<file path="config.mk">
export PLATFORM = sky130hd
export DESIGN_NAME = kmp_substring_search_top
export DESIGN_NICKNAME = d
export VERILOG_FILES = /design/src/kmp_pkg.sv /design/src/kmp_ram.sv /design/src/kmp_substring_search_top.sv
export SDC_FILE = /design/constraint.sdc
export NUM_CORES = 1
export LEC_CHECK = 0
export BUFFER_PORTS_ARGS = -buffer_cell sky130_fd_sc_hd__buf_2
export CORE_MARGIN = 2
export CORE_UTILIZATION = 30
export CTS_CLUSTER_SIZE = 16
export DETAILED_ROUTE_END_ITERATION = 7
export GPL_TIMING_DRIVEN = 0
export SLEW_MARGIN = 20
export SYNTH_ARGS = -nofsm -noshare
export SYNTH_HDL_FRONTEND = slang
export SYNTH_SLANG_ARGS = --single-unit
</file>
<file path="constraint.sdc">
create_clock -name clk -period 4.1 [get_ports clk]
set_clock_uncertainty 0.2 [all_clocks]
set_input_delay 0.82 -clock clk [delete_from_list [all_inputs] [get_ports clk]]
set_output_delay 0.82 -clock clk [all_outputs]
set_load 0.01 [all_outputs]
</file>
<file path="src/kmp_pkg.sv">
// ----------------------------------------------------------------------------
// kmp_pkg
// Shared types, codes and default sizes for the substring search block.
// ----------------------------------------------------------------------------
package kmp_pkg;

  // default sizes
  localparam int MAX_PATTERN_DEFAULT = 32;
  localparam int MAX_TEXT_DEFAULT    = 65536;

  // request kinds
  localparam logic [1:0] MODE_CLEAR   = 2'd0;
  localparam logic [1:0] MODE_PATTERN = 2'd1;
  localparam logic [1:0] MODE_TEXT    = 2'd2;
  localparam logic [1:0] MODE_END     = 2'd3;

  // result codes
  localparam logic [1:0] STATUS_FOUND     = 2'd0;
  localparam logic [1:0] STATUS_NOT_FOUND = 2'd1;
  localparam logic [1:0] STATUS_TOO_LONG  = 2'd2;

  typedef struct packed {
    logic [1:0] mode;
    logic [7:0] data;
  } kmp_in_t;

  typedef struct packed {
    logic [1:0]  status;
    logic [15:0] position;
  } kmp_out_t;

  typedef enum logic {
    ST_IDLE,
    ST_WALK
  } kmp_state_t;

endpackage

</file>
<file path="src/kmp_ram.sv">
// ----------------------------------------------------------------------------
// kmp_ram
// Generic simple dual-port RAM: one write port, one read port, registered read.
// ----------------------------------------------------------------------------
module kmp_ram #(
  parameter int WIDTH = 8,
  parameter int DEPTH = 32
) (
  input  logic                                   clk,
  input  logic                                   we,
  input  logic [((DEPTH > 1) ? $clog2(DEPTH) : 1)-1:0] waddr,
  input  logic [WIDTH-1:0]                       wdata,
  input  logic [((DEPTH > 1) ? $clog2(DEPTH) : 1)-1:0] raddr,
  output logic [WIDTH-1:0]                       rdata
);

  logic [WIDTH-1:0] mem [DEPTH];

  // write port and registered read port
  always_ff @(posedge clk) begin
    if (we) begin
      mem[waddr] <= wdata;
    end
    rdata <= mem[raddr];
  end

endmodule

</file>
<file path="src/kmp_substring_search_top.sv">
// ----------------------------------------------------------------------------
// kmp_substring_search_top
// Knuth-Morris-Pratt first-match search over a byte stream.
// ----------------------------------------------------------------------------
// A clear request starts a job; pattern bytes follow, then text bytes, then an
// end-of-text request. At most one result is returned per job: found with the
// start position, not found, or too long. Pattern bytes and their failure links
// live in two synchronous RAMs. A clear, the first pattern byte, an end of text,
// an overflow, a pattern byte after the text has begun, a text byte against an
// empty pattern and any request ignored after an answer are handled when they
// are accepted, with no walk. Any other pattern or text byte starts a walk that
// follows k failure links, each compare step waiting for a RAM read. Over a
// stream k averages below one per byte. While a result waits to be taken,
// requests are still accepted and ignored; once a clear has been taken, the
// input stalls until the waiting result is taken.
// ----------------------------------------------------------------------------
module kmp_substring_search_top #(
  parameter int MAX_PATTERN = kmp_pkg::MAX_PATTERN_DEFAULT,
  parameter int MAX_TEXT    = kmp_pkg::MAX_TEXT_DEFAULT
) (
  input  logic             clk,
  input  logic             rst,
  input  logic             in_valid,
  output logic             in_ready,
  input  kmp_pkg::kmp_in_t in_item,
  output logic             out_valid,
  input  logic             out_ready,
  output kmp_pkg::kmp_out_t out_item
);

  localparam int LW = $clog2(MAX_PATTERN + 1);
  localparam int IW = (MAX_PATTERN > 1) ? $clog2(MAX_PATTERN) : 1;
  localparam int TW = $clog2(MAX_TEXT + 1);
  localparam int SW = (TW > LW) ? TW : LW;

  kmp_pkg::kmp_state_t state, state_next;

  logic [LW-1:0] pat_len;
  logic [LW-1:0] build_prefix;
  logic [LW-1:0] match_prefix;
  logic [TW-1:0] text_count;
  logic          answer_given;
  logic [LW-1:0] j_reg;
  logic [7:0]    byte_reg;
  logic          is_build;

  logic          accept;
  logic          live;
  logic          pat_ok, pat_over, txt_empty, txt_over, txt_ok, end_item;
  logic [7:0]    p_rdata;
  logic [IW-1:0] f_rdata;
  logic [LW-1:0] f_ext;
  logic          hit, walk_more;
  logic [LW-1:0] jn;
  logic [LW-1:0] start_j, j_sel, j_dec;
  logic          p_we, f_we;
  logic [IW-1:0] f_wdata;
  logic [SW-1:0] pos_diff;

  // request decode
  assign in_ready = (state == kmp_pkg::ST_IDLE) && (!out_valid || answer_given);
  assign accept   = in_valid && in_ready;
  assign live     = !answer_given;

  always_comb begin
    pat_ok    = 1'b0;
    pat_over  = 1'b0;
    txt_empty = 1'b0;
    txt_over  = 1'b0;
    txt_ok    = 1'b0;
    end_item  = 1'b0;
    case (in_item.mode)
      kmp_pkg::MODE_PATTERN: begin
        pat_ok   = live && (text_count == '0) && (pat_len < LW'(MAX_PATTERN));
        pat_over = live && (text_count == '0) && (pat_len >= LW'(MAX_PATTERN));
      end
      kmp_pkg::MODE_TEXT: begin
        txt_empty = live && (pat_len == '0);
        txt_over  = live && (pat_len != '0) && (text_count >= TW'(MAX_TEXT));
        txt_ok    = live && (pat_len != '0) && (text_count < TW'(MAX_TEXT));
      end
      kmp_pkg::MODE_END: begin
        end_item = live;
      end
      default: begin
      end
    endcase
  end

  // compare step on the returned pattern byte
  assign f_ext     = LW'(f_rdata);
  assign hit       = (p_rdata == byte_reg);
  assign walk_more = (j_reg != '0) && !hit;
  assign jn        = hit ? (j_reg + LW'(1)) : j_reg;
  assign pos_diff  = SW'(text_count) - SW'(pat_len);

  // read address: start prefix on accept, else the followed link
  assign start_j = (in_item.mode == kmp_pkg::MODE_PATTERN) ? build_prefix : match_prefix;
  assign j_sel   = (state == kmp_pkg::ST_IDLE) ? start_j : f_ext;
  assign j_dec   = j_sel - LW'(1);

  // next state and memory controls
  always_comb begin
    state_next = state;
    p_we       = 1'b0;
    f_we       = 1'b0;
    f_wdata    = '0;
    case (state)
      kmp_pkg::ST_IDLE: begin
        if (accept) begin
          p_we = pat_ok;
          if (pat_ok && (pat_len == '0)) begin
            f_we = 1'b1;
          end
          if ((pat_ok && (pat_len != '0)) || txt_ok) begin
            state_next = kmp_pkg::ST_WALK;
          end
        end
      end
      kmp_pkg::ST_WALK: begin
        if (!walk_more) begin
          state_next = kmp_pkg::ST_IDLE;
          f_we       = is_build;
          f_wdata    = jn[IW-1:0];
        end
      end
      default: begin
        state_next = kmp_pkg::ST_IDLE;
      end
    endcase
  end

  // pattern bytes
  kmp_ram #(
    .WIDTH (8),
    .DEPTH (MAX_PATTERN)
  ) u_pattern_ram (
    .clk   (clk),
    .we    (p_we),
    .waddr (pat_len[IW-1:0]),
    .wdata (in_item.data),
    .raddr (j_sel[IW-1:0]),
    .rdata (p_rdata)
  );

  // failure links
  kmp_ram #(
    .WIDTH (IW),
    .DEPTH (MAX_PATTERN)
  ) u_link_ram (
    .clk   (clk),
    .we    (f_we),
    .waddr (pat_len[IW-1:0]),
    .wdata (f_wdata),
    .raddr (j_dec[IW-1:0]),
    .rdata (f_rdata)
  );

  // state register
  always_ff @(posedge clk) begin
    if (rst) begin
      state <= kmp_pkg::ST_IDLE;
    end else begin
      state <= state_next;
    end
  end

  // job state and result register
  always_ff @(posedge clk) begin
    if (rst) begin
      pat_len      <= '0;
      build_prefix <= '0;
      match_prefix <= '0;
      text_count   <= '0;
      answer_given <= 1'b0;
      out_valid    <= 1'b0;
    end else begin
      if (out_valid && out_ready) begin
        out_valid <= 1'b0;
      end
      if (accept) begin
        byte_reg <= in_item.data;
        is_build <= (in_item.mode == kmp_pkg::MODE_PATTERN);
        if (in_item.mode == kmp_pkg::MODE_CLEAR) begin
          pat_len      <= '0;
          build_prefix <= '0;
          match_prefix <= '0;
          text_count   <= '0;
          answer_given <= 1'b0;
        end
        if (pat_ok) begin
          if (pat_len == '0) begin
            build_prefix <= '0;
            pat_len      <= LW'(1);
          end else begin
            j_reg <= build_prefix;
          end
        end
        if (txt_ok) begin
          text_count <= text_count + TW'(1);
          j_reg      <= match_prefix;
        end
        if (pat_over || txt_over) begin
          out_valid             <= 1'b1;
          answer_given          <= 1'b1;
          out_item.status       <= kmp_pkg::STATUS_TOO_LONG;
          out_item.position     <= '0;
        end
        if (txt_empty) begin
          out_valid             <= 1'b1;
          answer_given          <= 1'b1;
          out_item.status       <= kmp_pkg::STATUS_FOUND;
          out_item.position     <= '0;
        end
        if (end_item) begin
          out_valid         <= 1'b1;
          answer_given      <= 1'b1;
          out_item.status   <= (pat_len == '0) ? kmp_pkg::STATUS_FOUND
                                               : kmp_pkg::STATUS_NOT_FOUND;
          out_item.position <= '0;
        end
      end
      if (state == kmp_pkg::ST_WALK) begin
        if (walk_more) begin
          j_reg <= f_ext;
        end else if (is_build) begin
          build_prefix <= jn;
          pat_len      <= pat_len + LW'(1);
        end else begin
          match_prefix <= jn;
          if (jn == pat_len) begin
            out_valid         <= 1'b1;
            answer_given      <= 1'b1;
            out_item.status   <= kmp_pkg::STATUS_FOUND;
            out_item.position <= 16'(pos_diff);
          end
        end
      end
    end
  end

  // checks
  a_walk_below_len: assert property (@(posedge clk) disable iff (rst)
    (state == kmp_pkg::ST_WALK) |-> (j_reg < pat_len))
    else $error("walk prefix not below pattern length");

  a_build_below_len: assert property (@(posedge clk) disable iff (rst)
    (pat_len != '0) |-> (build_prefix < pat_len))
    else $error("build prefix not below pattern length");

  a_match_below_len: assert property (@(posedge clk) disable iff (rst)
    (!answer_given && (pat_len != '0)) |-> (match_prefix < pat_len))
    else $error("match prefix reached length without an answer");

  a_result_marks_answer: assert property (@(posedge clk) disable iff (rst)
    $rose(out_valid) |-> answer_given)
    else $error("result raised without marking the job answered");

  a_no_accept_in_walk: assert property (@(posedge clk) disable iff (rst)
    (state == kmp_pkg::ST_WALK) |-> !in_ready)
    else $error("request taken during a link walk");

endmodule
</file>
=== After elaboration in Yosys (flattened, before gate mapping) ===
Memory sizes are Yosys's and may differ from the RTL's. A register that Yosys moved wholly into a read port is not among the register bits.
Index checks and enable logic that the tools add are counted.

* Bits in registers: 71
* RAM bits: 416
* Input bits: 14
* Output and inout bits: 20
* Word-level logic and storage cells: 136
* Memories kept: 2

* Add/sub/neg operators: 5
* Magnitude comparators: 4
* Equal/unequal tests: 5
* Multiplexer cells: 79
* Bitwise operators: 2
* Reduce and logical (&&, ||, !) cells: 27

{| class="wikitable"
|+ Memory list
! memory !! depth !! bits a word !! rd ports !! clocked after Yosys merged registers in !! write ports !! line !! text
|-
| u_pattern_ram.mem || 32 || 8 || 1 || 1 || 1 || kmp_ram.sv:17 || <nowiki>logic [WIDTH-1:0] mem [DEPTH];</nowiki>
|-
| u_link_ram.mem || 32 || 5 || 1 || 1 || 1 || kmp_ram.sv:17 ||
|}

{| class="wikitable"
|+ Operator list
! cell !! count
|-
| 2-to-1 mux 6 bit || 26
|-
| 2-to-1 mux 18 bit || 8
|-
| 2-to-1 mux 1 bit || 37
|-
| 2-to-1 mux 17 bit || 2
|-
| 2-to-1 mux 5 bit || 4
|-
| adder 17 x 1 -> 17 bit (second input constant) || 1
|-
| greater-or-equal comparator 17 bit (second input constant) || 1
|-
| zero test 17 bit || 1
|-
| < comparator 17 bit (second input constant) || 1
|-
| subtractor 16 x 6 -> 16 bit || 1
|-
| logical AND 1 bit || 13
|-
| adder 6 x 1 -> 6 bit (second input constant) || 2
|-
| nonzero test 6 bit || 2
|-
| == test 8 bit || 1
|-
| == test 6 bit || 1
|-
| greater-or-equal comparator 6 bit (second input constant) || 1
|-
| zero test 6 bit || 1
|-
| < comparator 6 bit (second input constant) || 1
|-
| subtractor 5 x 1 -> 5 bit (second input constant) || 1
|-
| == test 2 bit (second input constant) || 2
|-
| one-hot mux 1 bit (2 select lines) || 2
|-
| AND reduction 2 bit || 2
|-
| zero test 1 bit || 3
|-
| logical OR 1 bit || 3
|-
| other kinds (4) || 5
|}

=== Longest topological paths before layout ===
Gate-level depths: netlist of the first run.

* Word-level depth: 13
* Gate-level depth with buffers: 14
* Mapped depth without buffers: 11

=== By module ===
Synthesis of the first run repeated with hierarchy kept, for this count alone.

* Cell total of the unflattened synthesis: 1149
* Area total of the unflattened synthesis: 20561.0 µm²

{| class="wikitable"
|+ Modules (own cells, without submodules)
! module !! times used !! cells an instance !! area each (µm²) !! sequential area each (µm²)
|-
| kmp_ram (u_pattern_ram) || 1 || 417 || 10053.4 || 7847.5
|-
| kmp_ram (u_link_ram) || 1 || 277 || 6344.8 || 4904.7
|-
| kmp_substring_search_top || 1 || 455 || 4162.7 || 1751.7
|}

=== Worst setup path before layout of the first run ===
OpenSTA, ideal clock, no wires.

* Path kind: input to register
* Start point: input port in_item[9] (netlist name)
* End point: register u_link_ram.rdata[0] (read register of u_link_ram.mem)
* Setup time: 0.139 ns
* Arrival time: 3.791 ns
* Data required time: 3.761 ns
* Path slack: -0.030 ns
* Stages: 13
* Path buffers: 6
* Cell sequence: nand2b_1 -> buf_2 -> a311o_1 -> clkbuf_1 -> buf_1 -> clkbuf_1 -> inv_1 -> ha_1 -> clkbuf_1 -> clkbuf_1 -> mux4_2 -> mux2i_1 -> a221oi_1

* Word-level cells in the longest chain between the ends: 4

{| class="wikitable"
|+ Ends and longest elaborated chain
! item !! line !! text
|-
| from (decl) || kmp_substring_search_top.sv:25 || <nowiki>input kmp_pkg::kmp_in_t in_item,</nowiki>
|-
| == test 2 x 1 -> 1 bit || kmp_substring_search_top.sv:98 || <nowiki>assign start_j = (in_item.mode == kmp_pkg::MODE_PATTERN) ? build_prefix : match_prefix;</nowiki>
|-
| 2-to-1 mux 5 bit || kmp_substring_search_top.sv:98 ||
|-
| 2-to-1 mux 5 bit || kmp_substring_search_top.sv:99 || <nowiki>assign j_sel = (state == kmp_pkg::ST_IDLE) ? start_j : f_ext;</nowiki>
|-
| subtractor 5 x 1 -> 5 bit || kmp_substring_search_top.sv:100 || <nowiki>assign j_dec = j_sel - LW'(1);</nowiki>
|-
| to (decl) || kmp_ram.sv:14 || <nowiki>output logic [WIDTH-1:0] rdata</nowiki>
|}

Every way passes these cells.
A chain may end at the register's enable or synchronous reset.

=== Worst setup path after layout of the first run ===
* Start point: register text_count[6]
* End point: memory u_link_ram.mem[17][1] (netlist name) (enable)

* Word-level cells in the longest chain between the ends: 10

{| class="wikitable"
|+ Ends and longest elaborated chain
! item !! line !! text
|-
| from (decl) || kmp_substring_search_top.sv:41 || <nowiki>logic [TW-1:0] text_count;</nowiki>
|-
| from (signal assigned) || kmp_substring_search_top.sv:200 || <nowiki>text_count <= text_count + TW'(1);</nowiki>
|-
| zero test 17 bit || kmp_substring_search_top.sv:74 || <nowiki>pat_ok = live && (text_count == '0) && (pat_len < LW'(MAX_PATTERN));</nowiki>
|-
| logical AND 1 bit (2 in a row) || kmp_substring_search_top.sv:74 ||
|-
| 2-to-1 mux 1 bit || kmp_substring_search_top.sv:72 || <nowiki>case (in_item.mode)</nowiki>
|-
| logical AND 1 bit || kmp_substring_search_top.sv:112 || <nowiki>if (pat_ok && (pat_len == '0)) begin</nowiki>
|-
| 2-to-1 mux 1 bit || kmp_substring_search_top.sv:112 ||
|-
| 2-to-1 mux 1 bit || kmp_substring_search_top.sv:110 || <nowiki>if (accept) begin</nowiki>
|-
| one-hot mux 1 bit (2 select lines) || kmp_substring_search_top.sv:108 || <nowiki>case (state)</nowiki>
|-
| 2-to-1 mux 1 bit || kmp_ram.sv:21 || <nowiki>if (we) begin</nowiki>
|-
| 2-to-1 mux 1 bit (implied by the code) || kmp_ram.sv:22 || <nowiki>mem[waddr] <= wdata;</nowiki>
|-
| to (decl) || kmp_ram.sv:17 ||
|}

Every way passes these cells.

==> flow_summary.json, run 1 <==
{
  "dp_cells": 2337,
  "p_comb_share_pct": 5.2,
  "coreArea_um2": 69700,
  "netlist_area_um2": 21000,
  "grtUsageMet2_pct": 23.1,
  "die_h_um": 269,
  "clock_path_buffers": 3,
  "ios": 34,
  "layout_setup_ws_ns": 0.0944,
  "max_cap_violations": 0,
  "ys_seq_elements": 500,
  "grt_max_degree": 34,
  "n_fill_cell": 6660,
  "cts_tree": "done",
  "async_flop_share_pct": 0,
  "largest-register": "u_pattern_ram.mem",
  "grt_use_total_pct": 14.0,
  "synth_area_per_cell_um2": 15.4,
  "syn2layout_area_growth_pct": 16.0,
  "grt_antenna_before_repair": 0,
  "p_leak_nw": 7.91,
  "hold_buffers": 0,
  "synth_enable_flop_cells": 449,
  "relSlewSlack_pct": 24.7,
  "dp_slack_ns": -1.90,
  "hpwl_um": 34400,
  "synth_flop_cell": "edfxtp_1",
  "row_count": 97,
  "wl_per_cell_um": 20.9,
  "crit_arrival_ns": 4.04,
  "grtUsageMet3_pct": 2.19,
  "synth_most_common_cell": "edfxtp_1",
  "drc": 0,
  "ys_types": 69,
  "die_x_um": 269,
  "largest_registers": "u_pattern_ram.mem (256), u_link_ram.mem (160), out_item (18)",
  "grt_util_met1_pct": 18.6,
  "n_antenna_cell": 0,
  "grt_first_pass_wirelength_um": 76400,
  "grt_pass1_vias": 12217,
  "post-route-period-util_pct": 97.7,
  "finalNonFillerCells": 2433,
  "path_class": "reg -> reg",
  "p_sw_share_pct": 21.1,
  "ys_seq_area_share_pct": 69.1,
  "drtPass1Iterations": 5,
  "power_mw": 11.2,
  "largest_reg_flops": 256,
  "tightest_slew_ns": 1.12,
  "finalHoldViolCount": 0,
  "status": "finished clean",
  "crit_required_ns": 4.13,
  "min_path_type": "reg -> reg",
  "ys_warn_count": 0,
  "placed_area_um2": 22400,
  "drive_gt1_share_pct": 17.8,
  "viasPerCell": 5.03,
  "cp-end-kind": "register",
  "synth_cells": 1360,
  "ant_nets": 0,
  "gp_congestion": 0.894,
  "maxClockFrequency_mhz": 250,
  "p_int_mw": 8.87,
  "start_util_pct": 30.1,
  "rsz0062_at_grt": "yes",
  "regArea_um2": 14500,
  "vias": 12238,
  "synth_area_leaders": "edfxtp_1 (64%), mux2i_1 (6.1%), dfxtp_1 (4.9%), mux4_2 (4.3%), nor2_1 (2.0%)",
  "path_clk_slew_ns": 0.06,
  "grt.overflow.total": 0,
  "cts.htree.levels": 2,
  "dieArea_um2": 72100,
  "synth_top_area_share_pct": 64.2,
  "cp-start-kind": "register",
  "cts-buffers-inserted": 52,
  "port_buffers": 32,
  "stdcell_area_um2": 24400,
  "p_switching_mw": 2.37,
  "initialDrtViolationCount": 1201,
  "synth_common_cells": "edfxtp_1 (449), mux2i_1 (128), nor2_1 (112)",
  "worst_skew_pair.late_latency_ns": 0.61,
  "multi_input_area_um2": 6180,
  "power_density_nw_per_um2": 462,
  "vdd_drop_max_v": 0.000309,
  "min_period_ns": 4.01,
  "synth_area_leader_cell": "edfxtp_1",
  "nNetsFinal": 1482,
  "synth_nets": 1390,
  "power_frac_clock_pct": 44.9,
  "clock-root-buffer": "clkbuf_16",
  "clock_sinks": 500,
  "setup_viol": 0,
  "slew_violations": 0,
  "grt_most_used_layer": "met2",
  "path_max_fanout": 8,
  "seq_power_share_pct": 49.9,
  "routed_wl_um": 50800
}
[final timing paths]
check,slack [ns],endpoint,from,cells after the start
min reg2reg,0.28,build_prefix[5],build_prefix[5],1
max,0.09,u_link_ram.mem[17][1],text_count[6],9
min,0.28,build_prefix[5],build_prefix[5],1
max reg2reg,0.09,u_link_ram.mem[17][1],text_count[6],9
[area by class of cell]
cell class,instances,share of cell area [%]
multi-input combinational,774,25.4
buffer,65,1.44
timing repair buffer,40,0.925
clock buffer,62,5.62
tap,940,4.83
inverter,19,0.308
clock inverter,33,1.94
sequential,500,59.6
[kinds of logic after synthesis]
group,Yosys count,synth area share (%)
AO/OA/AOI/OAI,204,6.91
XOR/XNOR,46,1.92
adder cells (fa/ha/maj),16,0.989
buffers and inverters,86,1.97
flip-flops,500,69.1
multiplexers,195,11.8
AND/OR/NAND/NOR,313,7.32
[repair_timing]
action | 4_1_cts | 5_1_grt
resized for setup | 12 | 12
cloned | 0 | 0
pin swaps | 0 | 1
buffers inserted | 0 | 3
setup endpoints to repair | 10 | 67
[worst max-delay path: stages, from the launching register on]
cell and delay [ns]:
dfxtp_1 0.30, buf_2 0.16, or4_1 0.61, nor4_2 0.26, nand2_1 0.22, or2_1 0.32
clkbuf_1 0.24, o21ai_2 0.32, nand2_1 0.44, nor2_1 0.55
[per-layer routing]
layer	part of all wire, %	wire length [µm]
met5	0	0
met4	3.2	1620
met3	5.5	2790
met2	48	24300
met1	44	22100
[stage by stage]
stage / setup TNS, ns / hold slack, ns / util (%)
2_1_floorplan: 0 / 0.233 / -
3_3_place_gp: -25.02 / 0.251 / 32.1
3_5_place_dp: -11.04 / 0.256 / 32.2
4_1_cts: 0 / 0.274 / 34.9
5_1_grt: -0.957 / 0.308 / 35.0
6_report: 0 / 0.275 / 35.0
[power groups by stage]
| stage | logic, mW | registers, mW | clock network (mW) |
|---|---|---|---|
| global route | 0.630 | 5.61 | 5.31 |
| floorplan | 0.364 | 5.71 | 0 |
| finish | 0.580 | 5.61 | 5.05 |
| detailed placement | 0.580 | 5.72 | 0 |
| global placement | 0.569 | 5.72 | 0 |
| CTS | 0.583 | 5.61 | 5.13 |
[cell usage in the layout, fill, tap and decap left out, types with 7 or more instances in the layout]
cell,synthesis,layout
nor2_1,112,99
edfxtp_1,449,449
nor2_2,0,9
xnor2_1,17,17
mux2_2,27,27
o22ai_1,15,15
dfxtp_1,51,51
nand4_1,9,9
and2_1,22,22
nand3_1,17,17
ha_1,15,14
buf_4,10,18
mux2i_1,128,128
nor2b_1,7,7
buf_2,18,51
clkbuf_16,0,52
o2bb2ai_1,11,11
nand2_1,75,75
or4_1,9,9
xor2_1,29,29
clkinv_1,1,7
nand2b_1,8,8
mux4_2,40,40
clkinv_2,0,11
a21oi_1,51,51
o21ai_0,16,16
clkbuf_1,31,31
bufinv_16,0,11
inv_1,17,15
o221ai_1,31,31
o31ai_1,8,8
a211oi_1,33,33
Power figures use the tool's default switching activity.
==> inputs of run 2 (changes only) <==
==> constraint.sdc (replaced) <==
create_clock -name clk -period 3.9 [get_ports clk]
set_clock_uncertainty 0.2 [all_clocks]
set_input_delay 0.78 -clock clk [delete_from_list [all_inputs] [get_ports clk]]
set_output_delay 0.78 -clock clk [all_outputs]
set_load 0.01 [all_outputs]
==> run 2 against run 1 <==
  * Worst hold slack about the same
  * Flip-flop and latch count unchanged
  * Global-route usage hardly changed
  * Via count fell by 0.11%
  * Combinational power is 5.0% higher
  * Sequential share of layout area rose by 0.39 points
  * Total power is 1.5% higher
  * Sequential power up 5.2%
  * Design area down 0.65%
  * Critical path type unchanged
==> flow_summary.json, run 2 (synthesis gave the netlist of run 1 again) <==
{
  "r2r-end": "u_link_ram.mem[8][1]",
  "crit_required_ns": 3.93,
  "start_util_pct": 30.1,
  "final_cell_mix": "edfxtp_1 (449), mux2i_1 (128), nor2_1 (92)",
  "port_buffers": 32,
  "power_mw": 11.4,
  "grt_use_total_pct": 14.1,
  "crit_arrival_ns": 3.86,
  "row_count": 97,
  "finalNonFillerCells": 2423,
  "ant_nets": 0,
  "coreArea_um2": 69700,
  "rsz0062_at_grt": "yes",
  "path_clk_slew_ns": 0.06,
  "initialDrtViolationCount": 1024,
  "cp-end-kind": "register",
  "cts-buffers-inserted": 50,
  "cp-startpoint": "text_count[8]",
  "clock-root-buffer": "clkbuf_16",
  "drive_gt1_share_pct": 17.6,
  "fin_hold_ws_ns": 0.275,
  "maxClockFrequency_mhz": 261,
  "path_max_fanout": 7,
  "setup_viol": 0,
  "vias": 12225,
  "tightest_slew_ns": 0.921,
  "drtPass1Iterations": 6,
  "slew_violations": 0,
  "die_h_um": 269,
  "n_antenna_cell": 0,
  "hold_buffers": 0,
  "largest_registers": "u_pattern_ram.mem (256), u_link_ram.mem (160), out_item (18)",
  "path_class": "reg -> reg",
  "grt.overflow.total": 0,
  "syn2layout_area_growth_pct": 15.2,
  "post-route-period-util_pct": 98.2,
  "endpoint": "u_link_ram.mem[8][1]",
  "status": "finished clean",
  "finish.utilization_pct": 34.7,
  "vdd_drop_max_v": 0.000303,
  "hpwl_um": 34400,
  "worst_skew_pair.late_latency_ns": 0.59,
  "clock_path_buffers": 3,
  "nNetsFinal": 1474,
  "rr_startpoint": "text_count[8]",
  "grt_max_degree": 34,
  "viasPerCell": 5.05,
  "largest-register": "u_pattern_ram.mem",
  "finalHoldViolCount": 0,
  "cp-start-kind": "register",
  "ios": 34,
  "dp_cells": 2335,
  "cts_tree": "done",
  "routed_wl_um": 50500,
  "grt_antenna_before_repair": 2,
  "gp_congestion": 0.902,
  "clock_sinks": 500,
  "rrSetupSlack_ns": 0.07,
  "largest_reg_flops": 256,
  "grt_pass1_vias": 12339,
  "grt_first_pass_wirelength_um": 76400,
  "relSlewSlack_pct": 38.4,
  "power_density_nw_per_um2": 471,
  "wl_per_cell_um": 20.8,
  "r2r_cells": 9,
  "max_cap_violations": 0,
  "dp_slack_ns": -1.87,
  "min_period_ns": 3.83,
  "final_common_cell": "edfxtp_1",
  "layout_setup_ws_ns": 0.0693,
  "dieArea_um2": 72100,
  "min_path_type": "reg -> reg",
  "p_leak_nw": 7.80,
  "drc": 0,
  "cts.htree.levels": 2,
  "n_fill_cell": 6710,
  "die_x_um": 269
}
[run 2: final cells by class]
type	instances	area [µm²]	share of cell area, %
multi-input combinational	774	6220	25.7
buffer	63	347	1.43
inverter	19	75.1	0.310
clock buffer	61	1330	5.51
clock inverter	30	330	1.37
tap	940	1180	4.86
sequential	500	14500	60.0
timing repair buffer	36	211	0.874
[run 2: where the power goes]
group,switching (mW),internal [mW]
sequential,0.0386,5.86
combinational,0.381,0.227
clock,2.01,2.89
[run 2: metrics by stage]
stage,cell area (µm²),setup TNS [ns]
after floorplan,21000,0
after global placement,22300,-78.79
after detailed placement,22400,-14.95
after CTS,24100,0
after global routing,24200,-15.49
final,24200,0
[run 2: timing repair]
| action | in CTS | in global routing |
|---|---|---|
| pin swaps | 0 | 0 |
| resized for setup | 10 | 21 |
| endpoints found under the setup margin | 25 | 230 |
| buffers inserted | 1 | 0 |
[run 2: worst max-delay path, stage by stage (launching register included)]
cell      delay, ns
dfxtp_1        0.29
clkbuf_1       0.18
or4_1          0.57
nor4_2         0.25
nand2_1        0.22
or2_1          0.28
clkbuf_1       0.24
o21ai_2        0.29
nand2_1        0.40
nor2_1         0.55
[run 2: routing by layer]
metal	GRT usage [%]	share of wire (%)
met2	23.7	48
met4	4.97	3.5
met1	18.4	42
met5	0	0.034
met3	2.12	5.8
[run 2: worst min path at each step]
| stage | start | endpoint | slack [ns] | depth (start not counted) |
|---|---|---|---|---|
| global placement | build_prefix[5] | build_prefix[5] | 0.25 | 1 |
| detailed placement | build_prefix[5] | build_prefix[5] | 0.25 | 1 |
| CTS | build_prefix[5] | build_prefix[5] | 0.27 | 1 |
| global route | build_prefix[5] | build_prefix[5] | 0.31 | 1 |
| floorplan | build_prefix[5] | build_prefix[5] | 0.23 | 1 |
| finish | build_prefix[5] | build_prefix[5] | 0.28 | 1 |
